**config.mk**
```make
export PLATFORM = sky130hd
export DESIGN_NAME = crc16_byte_stream
export DESIGN_NICKNAME = d
export VERILOG_FILES = /design/src/rtl/core/crcbs_pkg.sv /design/src/rtl/core/crcbs_fold.sv /design/src/rtl/core/crc16_byte_stream.sv
export VERILOG_INCLUDE_DIRS = /design/src /design/src/rtl/core
export SDC_FILE = /design/constraint.sdc
export NUM_CORES = 1
export LEC_CHECK = 0
export BUFFER_PORTS_ARGS = -buffer_cell sky130_fd_sc_hd__buf_2
export CAP_MARGIN = 20
export CORE_UTILIZATION = 50
export DETAILED_ROUTE_END_ITERATION = 8
export PLACE_DENSITY_LB_ADDON = 0.1
export RECOVER_POWER = 100
export SKIP_CTS_REPAIR_TIMING = 1
export SLEW_MARGIN = 20
export SYNTH_ARGS = -nofsm -noshare
export SYNTH_HDL_FRONTEND = slang
export SYNTH_HIERARCHICAL = 1
export SYNTH_SLANG_ARGS = --single-unit
```
**constraint.sdc**
```tcl
create_clock -name clock -period 4.05 [get_ports clock]
set_input_delay 0 -clock clock [delete_from_list [all_inputs] [get_ports clock]]
set_output_delay 0 -clock clock [all_outputs]
set_load 0.1 [all_outputs]
```
**src/rtl/core/crc16_byte_stream_assert.svh**
```systemverilog
// ---------------------------------------------------------------------------
// crc16 byte stream assertion macros
// shared concurrent assertion forms for the crc16 byte stream block
// ---------------------------------------------------------------------------
`ifndef CRC16_BYTE_STREAM_ASSERT_SVH
`define CRC16_BYTE_STREAM_ASSERT_SVH

// same-cycle implication, disabled while reset is high
`define CRCBS_ASSERT_SAME(lbl, clk, rst, ante, cons, msg) \
   lbl: assert property (@(posedge clk) disable iff (rst) (ante) |-> (cons)) else $error(msg);

// next-cycle implication, disabled while reset is high
`define CRCBS_ASSERT_NEXT(lbl, clk, rst, ante, cons, msg) \
   lbl: assert property (@(posedge clk) disable iff (rst) (ante) |=> (cons)) else $error(msg);

`endif

```
**src/rtl/core/crcbs_pkg.sv**
```systemverilog
// ---------------------------------------------------------------------------
// crcbs_pkg
// types and constants shared by the crc16 byte stream modules
// ---------------------------------------------------------------------------
package crcbs_pkg;

   localparam int CRC_W  = 16;
   localparam int BYTE_W = 8;

   typedef logic [CRC_W-1:0]  crc_type;
   typedef logic [BYTE_W-1:0] byte_type;

   // remainder start value and polynomial after reset
   localparam crc_type CRC_INIT   = 16'hFFFF;
   localparam crc_type POLY_RESET = 16'h1021;

   // one message byte with its framing flags
   typedef struct packed {
      byte_type data_byte;
      logic     first_byte;
      logic     last_byte;
   } item_type;

endpackage

```
**src/rtl/core/crcbs_fold.sv**
```systemverilog
// ---------------------------------------------------------------------------
// crcbs_fold
// folds one byte into a 16-bit remainder, msb first, eight shift/xor steps
// ---------------------------------------------------------------------------
module crcbs_fold
   import crcbs_pkg::*;
(
   input  crc_type  rem_in,
   input  byte_type data_byte,
   input  crc_type  polynomial,
   output crc_type  rem_out
);

   // byte goes into the top of the remainder, then one step per bit
   always_comb begin
      crc_type r;
      r = rem_in ^ {data_byte, {(CRC_W-BYTE_W){1'b0}}};
      for (int k = 0; k < BYTE_W; k++) begin
         if (r[CRC_W-1]) begin
            r = {r[CRC_W-2:0], 1'b0} ^ polynomial;
         end else begin
            r = {r[CRC_W-2:0], 1'b0};
         end
      end
      rem_out = r;
   end

endmodule

```
**src/rtl/core/crc16_byte_stream.sv**
```systemverilog
// ---------------------------------------------------------------------------
// crc16_byte_stream
// crc16 over a byte stream, msb first, start value 0xffff, swapped result
// ---------------------------------------------------------------------------
// The block takes one message byte per clock while the input does not stall,
// and sustains that rate for any message length. A byte is captured in an
// input register; from there the eight-step fold runs into the remainder
// register, and on the last byte the finished remainder, bytes swapped, goes
// into the result register, which drives rsp_valid. The clock-rate limit is
// the remainder feedback path through the eight dependent shift/xor steps.
// first_byte restarts the remainder at 0xffff, and after a last byte it
// restarts on its own. The input stalls only while a finished result waits
// in the result register and the next byte held in the input register is
// also a last byte.
module crc16_byte_stream
   import crcbs_pkg::*;
(
   input  logic     clock,
   input  logic     reset,
   // byte input
   input  logic     req_valid,
   output logic     req_stall,
   input  byte_type req_data_byte,
   input  logic     req_first_byte,
   input  logic     req_last_byte,
   // crc result
   output logic     rsp_valid,
   input  logic     rsp_stall,
   output crc_type  rsp_crc_value,
   // polynomial register
   input  logic     csr_wr_en,
   input  crc_type  csr_wr_data
);

`include "crc16_byte_stream_assert.svh"

   logic     in_valid_ff, in_valid_in;
   item_type in_item_ff,  in_item_in;
   crc_type  remainder_ff, remainder_in;
   crc_type  poly_ff,      poly_in;
   logic     out_valid_ff, out_valid_in;
   crc_type  out_crc_ff,   out_crc_in;

   logic     req_xfer;
   logic     advance;
   crc_type  fold_start;
   crc_type  fold_result;

   // input stage moves on unless its last byte meets a blocked result slot
   assign advance   = in_valid_ff &&
                      (!in_item_ff.last_byte || !out_valid_ff || !rsp_stall);
   assign req_stall = in_valid_ff && !advance;
   assign req_xfer  = req_valid && !req_stall;

   // input register
   always_comb begin
      in_valid_in = in_valid_ff;
      in_item_in  = in_item_ff;
      if (req_xfer) begin
         in_valid_in = 1'b1;
         in_item_in  = '{data_byte:  req_data_byte,
                         first_byte: req_first_byte,
                         last_byte:  req_last_byte};
      end else if (advance) begin
         in_valid_in = 1'b0;
      end
   end

   // fold the held byte into the running remainder
   assign fold_start = in_item_ff.first_byte ? CRC_INIT : remainder_ff;

   crcbs_fold u_fold (
      .rem_in     (fold_start),
      .data_byte  (in_item_ff.data_byte),
      .polynomial (poly_ff),
      .rem_out    (fold_result)
   );

   // remainder restarts after a last byte
   always_comb begin
      remainder_in = remainder_ff;
      if (advance) begin
         remainder_in = in_item_ff.last_byte ? CRC_INIT : fold_result;
      end
   end

   // polynomial register
   assign poly_in = csr_wr_en ? csr_wr_data : poly_ff;

   // result register, bytes swapped
   always_comb begin
      out_valid_in = out_valid_ff;
      out_crc_in   = out_crc_ff;
      if (out_valid_ff && !rsp_stall) begin
         out_valid_in = 1'b0;
      end
      if (advance && in_item_ff.last_byte) begin
         out_valid_in = 1'b1;
         out_crc_in   = {fold_result[BYTE_W-1:0], fold_result[CRC_W-1:BYTE_W]};
      end
   end

   // control state
   always_ff @(posedge clock) begin
      if (reset) begin
         in_valid_ff  <= 1'b0;
         out_valid_ff <= 1'b0;
         remainder_ff <= CRC_INIT;
         poly_ff      <= POLY_RESET;
      end else begin
         in_valid_ff  <= in_valid_in;
         out_valid_ff <= out_valid_in;
         remainder_ff <= remainder_in;
         poly_ff      <= poly_in;
      end
   end

   // payload registers
   always_ff @(posedge clock) begin
      in_item_ff <= in_item_in;
      out_crc_ff <= out_crc_in;
   end

   assign rsp_valid     = out_valid_ff;
   assign rsp_crc_value = out_crc_ff;

   // checks
   `CRCBS_ASSERT_NEXT(a_last_gives_result, clock, reset,
      advance && in_item_ff.last_byte, out_valid_ff, "last byte produced no result")
   `CRCBS_ASSERT_NEXT(a_restart_after_last, clock, reset,
      advance && in_item_ff.last_byte, remainder_ff == CRC_INIT,
      "remainder not restarted after last byte")
   `CRCBS_ASSERT_SAME(a_stall_only_on_blocked_last, clock, reset,
      req_stall, in_valid_ff && in_item_ff.last_byte && out_valid_ff && rsp_stall,
      "input stalled without a blocked result")
   `CRCBS_ASSERT_NEXT(a_remainder_holds_when_idle, clock, reset,
      !advance, $stable(remainder_ff), "remainder changed without a byte")

endmodule
```
== After elaboration in Yosys (flattened, before gate mapping) ==
Cells that the tools add are included.
W data, S select, Z words.

* Register bits after elaboration: 60
* Input port bits: 31
* Output and inout bits: 18

* Muxes and demuxes: 14
* Bitwise operators: 9
* Reduce and logical (&&, ||, !) cells: 14

{| class="wikitable"
|+ Operators by type and width
! kind !! number
|-
| $mux W16 || 10
|-
| $xor A16 B16 Y16 || 9
|-
| $logic_and A1 B1 Y1 || 5
|-
| $logic_not A1 Y1 || 5
|-
| $mux W1 || 4
|-
| $reduce_bool A2 Y1 || 2
|-
| $logic_or A1 B1 Y1 || 2
|}

== Logic depth before layout (Yosys ltp) ==
* Depth after elaboration: 19
* Mapped depth: 16

== Cells and area by module ==
The synthesis kept the hierarchy.

{| class="wikitable"
|+ By module, submodules not included
! module !! instances !! cells an instance !! area an instance (um^2)
|-
| crcbs_fold || 1 || 383 || 2897.8
|-
| crc16_byte_stream || 1 || 142 || 2064.5
|}

== Least setup slack after synthesis ==
OpenSTA, ideal clock, no wires.

* Kind: reg-to-reg
* Start point: register in_item_ff[1] (netlist name)
* End point: register remainder_ff[3]
* Arrival time: 3950 ps
* Required time: 3934 ps
* Slack: -15 ps
* Cell stages (with the launch flop): 16
* Path buffers: 2
* Clock period less this slack: 4065 ps
* Cells stage by stage: edfxtp_1 -> clkbuf_1 -> or2_2 -> xor2_4 -> xnor2_2 -> xnor3_2 -> xnor2_1 -> a21oi_1 -> or3_4 -> a311oi_4 -> or2_4 -> buf_12 -> o21ai_2 -> xor3_1 -> xnor2_1 -> o22a_2

{| class="wikitable"
|+ RTL lines
! item !! RTL line !! source
|-
| from (decl) || crc16_byte_stream.sv:38 || <nowiki>item_type in_item_ff, in_item_in;</nowiki>
|-
| from (signal assigned) || crc16_byte_stream.sv:120 || <nowiki>in_item_ff <= in_item_in;</nowiki>
|-
| $mux W16 (*) || crc16_byte_stream.sv:70 || <nowiki>assign fold_start = in_item_ff.first_byte ? CRC_INIT : remainder_ff;</nowiki>
|-
| named net fold_start[13] || crc16_byte_stream.sv:46 || <nowiki>crc_type fold_start;</nowiki>
|-
| $xor A16 B16 Y16 (*) || crcbs_fold.sv:17 || <nowiki>r = rem_in ^ {data_byte, {(CRC_W-BYTE_W){1'b0}}};</nowiki>
|-
| $xor A16 B16 Y16 || crcbs_fold.sv:20 || <nowiki>r = {r[CRC_W-2:0], 1'b0} ^ polynomial;</nowiki>
|-
| $mux W16 (*) || crcbs_fold.sv:19 || <nowiki>if (r[CRC_W-1]) begin</nowiki>
|-
| $xor A16 B16 Y16 || crcbs_fold.sv:20 ||
|-
| $mux W16 (*) (2 in a row) || crcbs_fold.sv:19 ||
|-
| $xor A16 B16 Y16 || crcbs_fold.sv:20 ||
|-
| $mux W16 (*) (2 in a row) || crcbs_fold.sv:19 ||
|-
| $xor A16 B16 Y16 / $mux W16 (equally long branches) || crcbs_fold.sv:20, crcbs_fold.sv:19 ||
|-
| $mux W16 (*) || crcbs_fold.sv:19 ||
|-
| $xor A16 B16 Y16 / $mux W16 (equally long branches) || crcbs_fold.sv:20, crcbs_fold.sv:19 ||
|-
| $mux W16 (*) || crcbs_fold.sv:19 ||
|-
| $xor A16 B16 Y16 / $mux W16 (equally long branches) || crcbs_fold.sv:20, crcbs_fold.sv:19 ||
|-
| $mux W16 (*) || crcbs_fold.sv:19 ||
|-
| named net fold_result[3] || crc16_byte_stream.sv:47 || <nowiki>crc_type fold_result;</nowiki>
|-
| $mux W16 (*) || crc16_byte_stream.sv:83 || <nowiki>remainder_in = in_item_ff.last_byte ? CRC_INIT : fold_result;</nowiki>
|-
| to (signal assigned) || crc16_byte_stream.sv:113 || <nowiki>remainder_ff <= remainder_in;</nowiki>
|-
| to (decl) || crc16_byte_stream.sv:39 || <nowiki>crc_type remainder_ff, remainder_in;</nowiki>
|}

The timed path passes the listed nets; every way through them passes the cells marked *.
A chain may end at the register's enable or synchronous reset.

== Worst setup path in the final report ==
* Start point: register in_item_ff[1] (netlist name)
* End point: register remainder_ff[9]

{| class="wikitable"
|+ RTL lines
! item !! RTL line
|-
| $mux W16 (*) || crc16_byte_stream.sv:70
|-
| named net fold_start[15] || crc16_byte_stream.sv:46
|-
| $xor A16 B16 Y16 (*) || crcbs_fold.sv:17
|-
| $mux W16 (*) || crcbs_fold.sv:19
|-
| $xor A16 B16 Y16 || crcbs_fold.sv:20
|-
| $mux W16 (*) || crcbs_fold.sv:19
|-
| $xor A16 B16 Y16 || crcbs_fold.sv:20
|-
| $mux W16 (*) || crcbs_fold.sv:19
|-
| [4 not listed] || n/a
|-
| $xor A16 B16 Y16 || crcbs_fold.sv:20
|-
| $mux W16 (*) || crcbs_fold.sv:19
|-
| $xor A16 B16 Y16 || crcbs_fold.sv:20
|-
| $mux W16 (*) || crcbs_fold.sv:19
|-
| $xor A16 B16 Y16 || crcbs_fold.sv:20
|-
| $mux W16 (*) || crcbs_fold.sv:19
|-
| named net fold_result[9] || crc16_byte_stream.sv:47
|-
| $mux W16 (*) || crc16_byte_stream.sv:83
|}

Marks and branches as above.

==> results.sh <==
export IMPL_area_delta_synth_final_pct=27.1
export IMPL_die_w_um=102
export IMPL_setup_viol=0
export IMPL_setup_tns_ns=0
export IMPL_drive_gt1_share_pct=32.3
export IMPL_track_usage_pct=25.4
export IMPL_synth_seq_area_share_pct=29.5
export IMPL_ios=49
export IMPL_fp_coreArea_sq_um=9420
export IMPL_design_area_sq_um=6310
export IMPL_synthTopCellsByArea="edfxtp_1, dfxtp_1, xnor2_1"
export IMPL_synth_top_family_by_area="XOR/XNOR gates"
export IMPL_r2r_start="in_item_ff[1]"
export IMPL_clockRootBuffer="clkbuf_8"
export IMPL_cts_sinks=60
export IMPL_fp_dieArea_sq_um=10300
export IMPL_synthSimpleGateAreaFrac_pct=17.8
export IMPL_syn_num_nets=556
export IMPL_critPathSlowestCell="edfxtp_1"
export IMPL_seqCellArea_sq_um=1460
export IMPL_min_delay_path_class="primary input to flip-flop"
export IMPL_rsz0062_at_grt="true"
export IMPL_ys_types=73
export IMPL_skew_ns=0.0122
export IMPL_fp_dieH_um=102
export IMPL_violations="hold timing"
export IMPL_synth_top_cell_by_area="edfxtp_1"
export IMPL_endpoint_kind="flip-flop"
export IMPL_clk_path_buf_depth=2
export IMPL_muxShareOfSynthArea_pct=3.23
export IMPL_syn_inst=525
export IMPL_grt_overflow_total=0
export IMPL_cap_violations=0
export IMPL_synthFlopType="dfxtp_1"
export IMPL_power_density_nw_per_um2=534
export IMPL_cp_start_kind="flip-flop"
export IMPL_cp_arrival_ns=4.26
export IMPL_synth_fa_ha_area_share_pct=0
export IMPL_num_antenna_cells=0
export IMPL_synth_top_area_share_pct=15.7
export IMPL_place_area_sq_um=5480
export IMPL_startpoint="in_item_ff[1]"
export IMPL_final_nets=664
export IMPL_cts_buffers=9
export IMPL_synth_cell_area_sq_um=4960
export IMPL_initial_core_util_pct=52.7
export IMPL_nFillCells=765
export IMPL_max_freq_mhz=249
export IMPL_irDropWorstVdd_v=0.000413
export IMPL_dr_pass1_iters=5
export IMPL_grt_pass1_vias=3786
export IMPL_power_total_w=0.00337
export IMPL_grt_max_degree=25
export IMPL_crit_chain="or2_4 > xor2_4 > xnor2_2 > buf_4 > mux2i_4 > o21ai_2 > or3_4 > buf_6 > a32o_2 > nor3_4 > xnor2_2 > buf_6 > nand2_1 > xnor3_1 > xor2_2 > o22a_1"
export IMPL_wire_per_inst_um=16.9
export IMPL_drtIter0Drc=240
export IMPL_synth_xor_area_share_pct=25.7
export IMPL_port_buffers=48
export IMPL_yosysWarnings=6
export IMPL_hpwl_mm=8.95
export IMPL_multiInputGateArea_sq_um=3410
export IMPL_grt_antenna_before_repair=0
export IMPL_holdCritStartpoint="rsp_stall"
export IMPL_clk_pin_slew_ns=0.08
export IMPL_final_common_cell="nand2_1"
export IMPL_cts_tree="done"
export IMPL_final_cell_mix="nand2_1, xnor2_1, buf_4"
export IMPL_grt_first_pass_wirelength_mm=19.7
export IMPL_gp_congestion=0.838
export IMPL_critPathKind="flip-flop to flip-flop"
export IMPL_final_util_pct=67.0
export IMPL_rows=35
export IMPL_drc_errors=0
export IMPL_period_share_pct=99.3
export IMPL_cp_required_ns=4.28
export IMPL_hold_violations=1
export IMPL_vias=4170
export IMPL_hold_ws_ns=-0.00519
export IMPL_synth_seq_cells=60
export IMPL_synth_compound_area_share_pct=16.9
export IMPL_cts_max_level=3
export IMPL_drv_slew=0
export IMPL_synth_edf_count=26
export IMPL_slew_headroom_pct=21.8
export IMPL_tightestPinTransition_ns=1.18
export IMPL_vias_per_cell=5.44
export IMPL_slowest_delay_ns=0.45
export IMPL_cp_max_fo=7
export IMPL_fin_crit_ns=4.02
export IMPL_avgSynthCellArea_sq_um=9.45
export IMPL_ant_nets=0
export IMPL_status="complete, but fails checks"
export IMPL_drt_total_wl_mm=13.0
export IMPL_ys_async_sr_fraction_pct=0
export IMPL_clk_latency_ns=0.35
export IMPL_power_leakage_nw=2.41
-- critical path, delay by kind of cell, from the launching register on --
| family | cells | cell delay [ns] |
|---|---|---|
| mux | 1 | 0.25 |
| compound gates | 3 | 0.61 |
| simple gates | 4 | 0.98 |
| buf+inv | 3 | 0.47 |
| flops | 1 | 0.45 |
| xor+xnor | 5 | 1.14 |
-- Yosys cell counts, types with 6 or more instances --
cell / instances
nand2_1: 90
xnor2_1: 65
dfxtp_1: 34
nor2_1: 28
edfxtp_1: 26
xor2_1: 23
or2_2: 18
nand3_1: 17
mux2i_1: 16
o21ai_0: 16
clkbuf_1: 15
o2111ai_1: 15
xnor3_1: 14
a21oi_1: 10
o21ai_2: 10
o22a_1: 10
buf_6: 9
buf_2: 7
a211o_1: 6
o21ai_1: 6
o22a_2: 6
-- report_power, final --
group          leakage [nW]  internal [W]  switching [W]
Combinational          1.77      0.000924        0.00106
Sequential            0.525      0.000735      0.0000508
Clock                 0.111      0.000355       0.000248
Total                  2.41       0.00201        0.00136
-- routing by layer --
metal  up-vias  GRT usage (%)  wire length [um]  share of wire, %
met5         -              0                 0                 0
met4         0           7.02               120              0.92
met3        12           4.21               680               5.2
met2       124           40.4              6120                47
met1      1981           35.6              6060                47
li1       2053              -                 -                 -
-- state kept, by name, indices dropped and copies added (netlist names) --
| signal | cells |
|---|---|
| in_item_ff | 10 |
| remainder_ff | 16 |
| in_valid_ff | 1 |
| poly_ff | 16 |
| rsp_valid | 1 |
| rsp_crc_value | 16 |
-- final timing paths --
| path | to | slack [ns] | cells past startpoint |
|---|---|---|---|
| max | remainder_ff[9] | 0.03 | 16 |
| min | rsp_valid | -0.005 | 3 |
| max reg2reg | remainder_ff[9] | 0.03 | 16 |
| min reg2reg | remainder_ff[5] | 0.46 | 1 |
-- final cells by class --
cell class / instances / share of cell area (%)
timing repair buffer: 140 / 16.4
inverter: 5 / 0.298
sequential: 60 / 23.2
clock inverter: 3 / 0.674
multi-input combinational: 417 / 54.0
tap: 129 / 2.56
clock buffer: 13 / 2.86
-- through the flow --
step                instances  hold WS, ns  setup WS, ns
finish                    767     -0.00519        0.0272
global route              767       0.0114        -0.112
CTS                       730       -0.191        -0.154
detailed placement        714        0.178        -0.123
global placement          714        0.176       -0.0901
floorplan                 525       0.0989       -0.0115
-- cell families after synthesis --
group           Yosys count
compound gates          105
xor+xnor                111
buf+inv                  49
flops                    60
mux                      16
simple gates            184
Power figures use the tool's default switching activity.
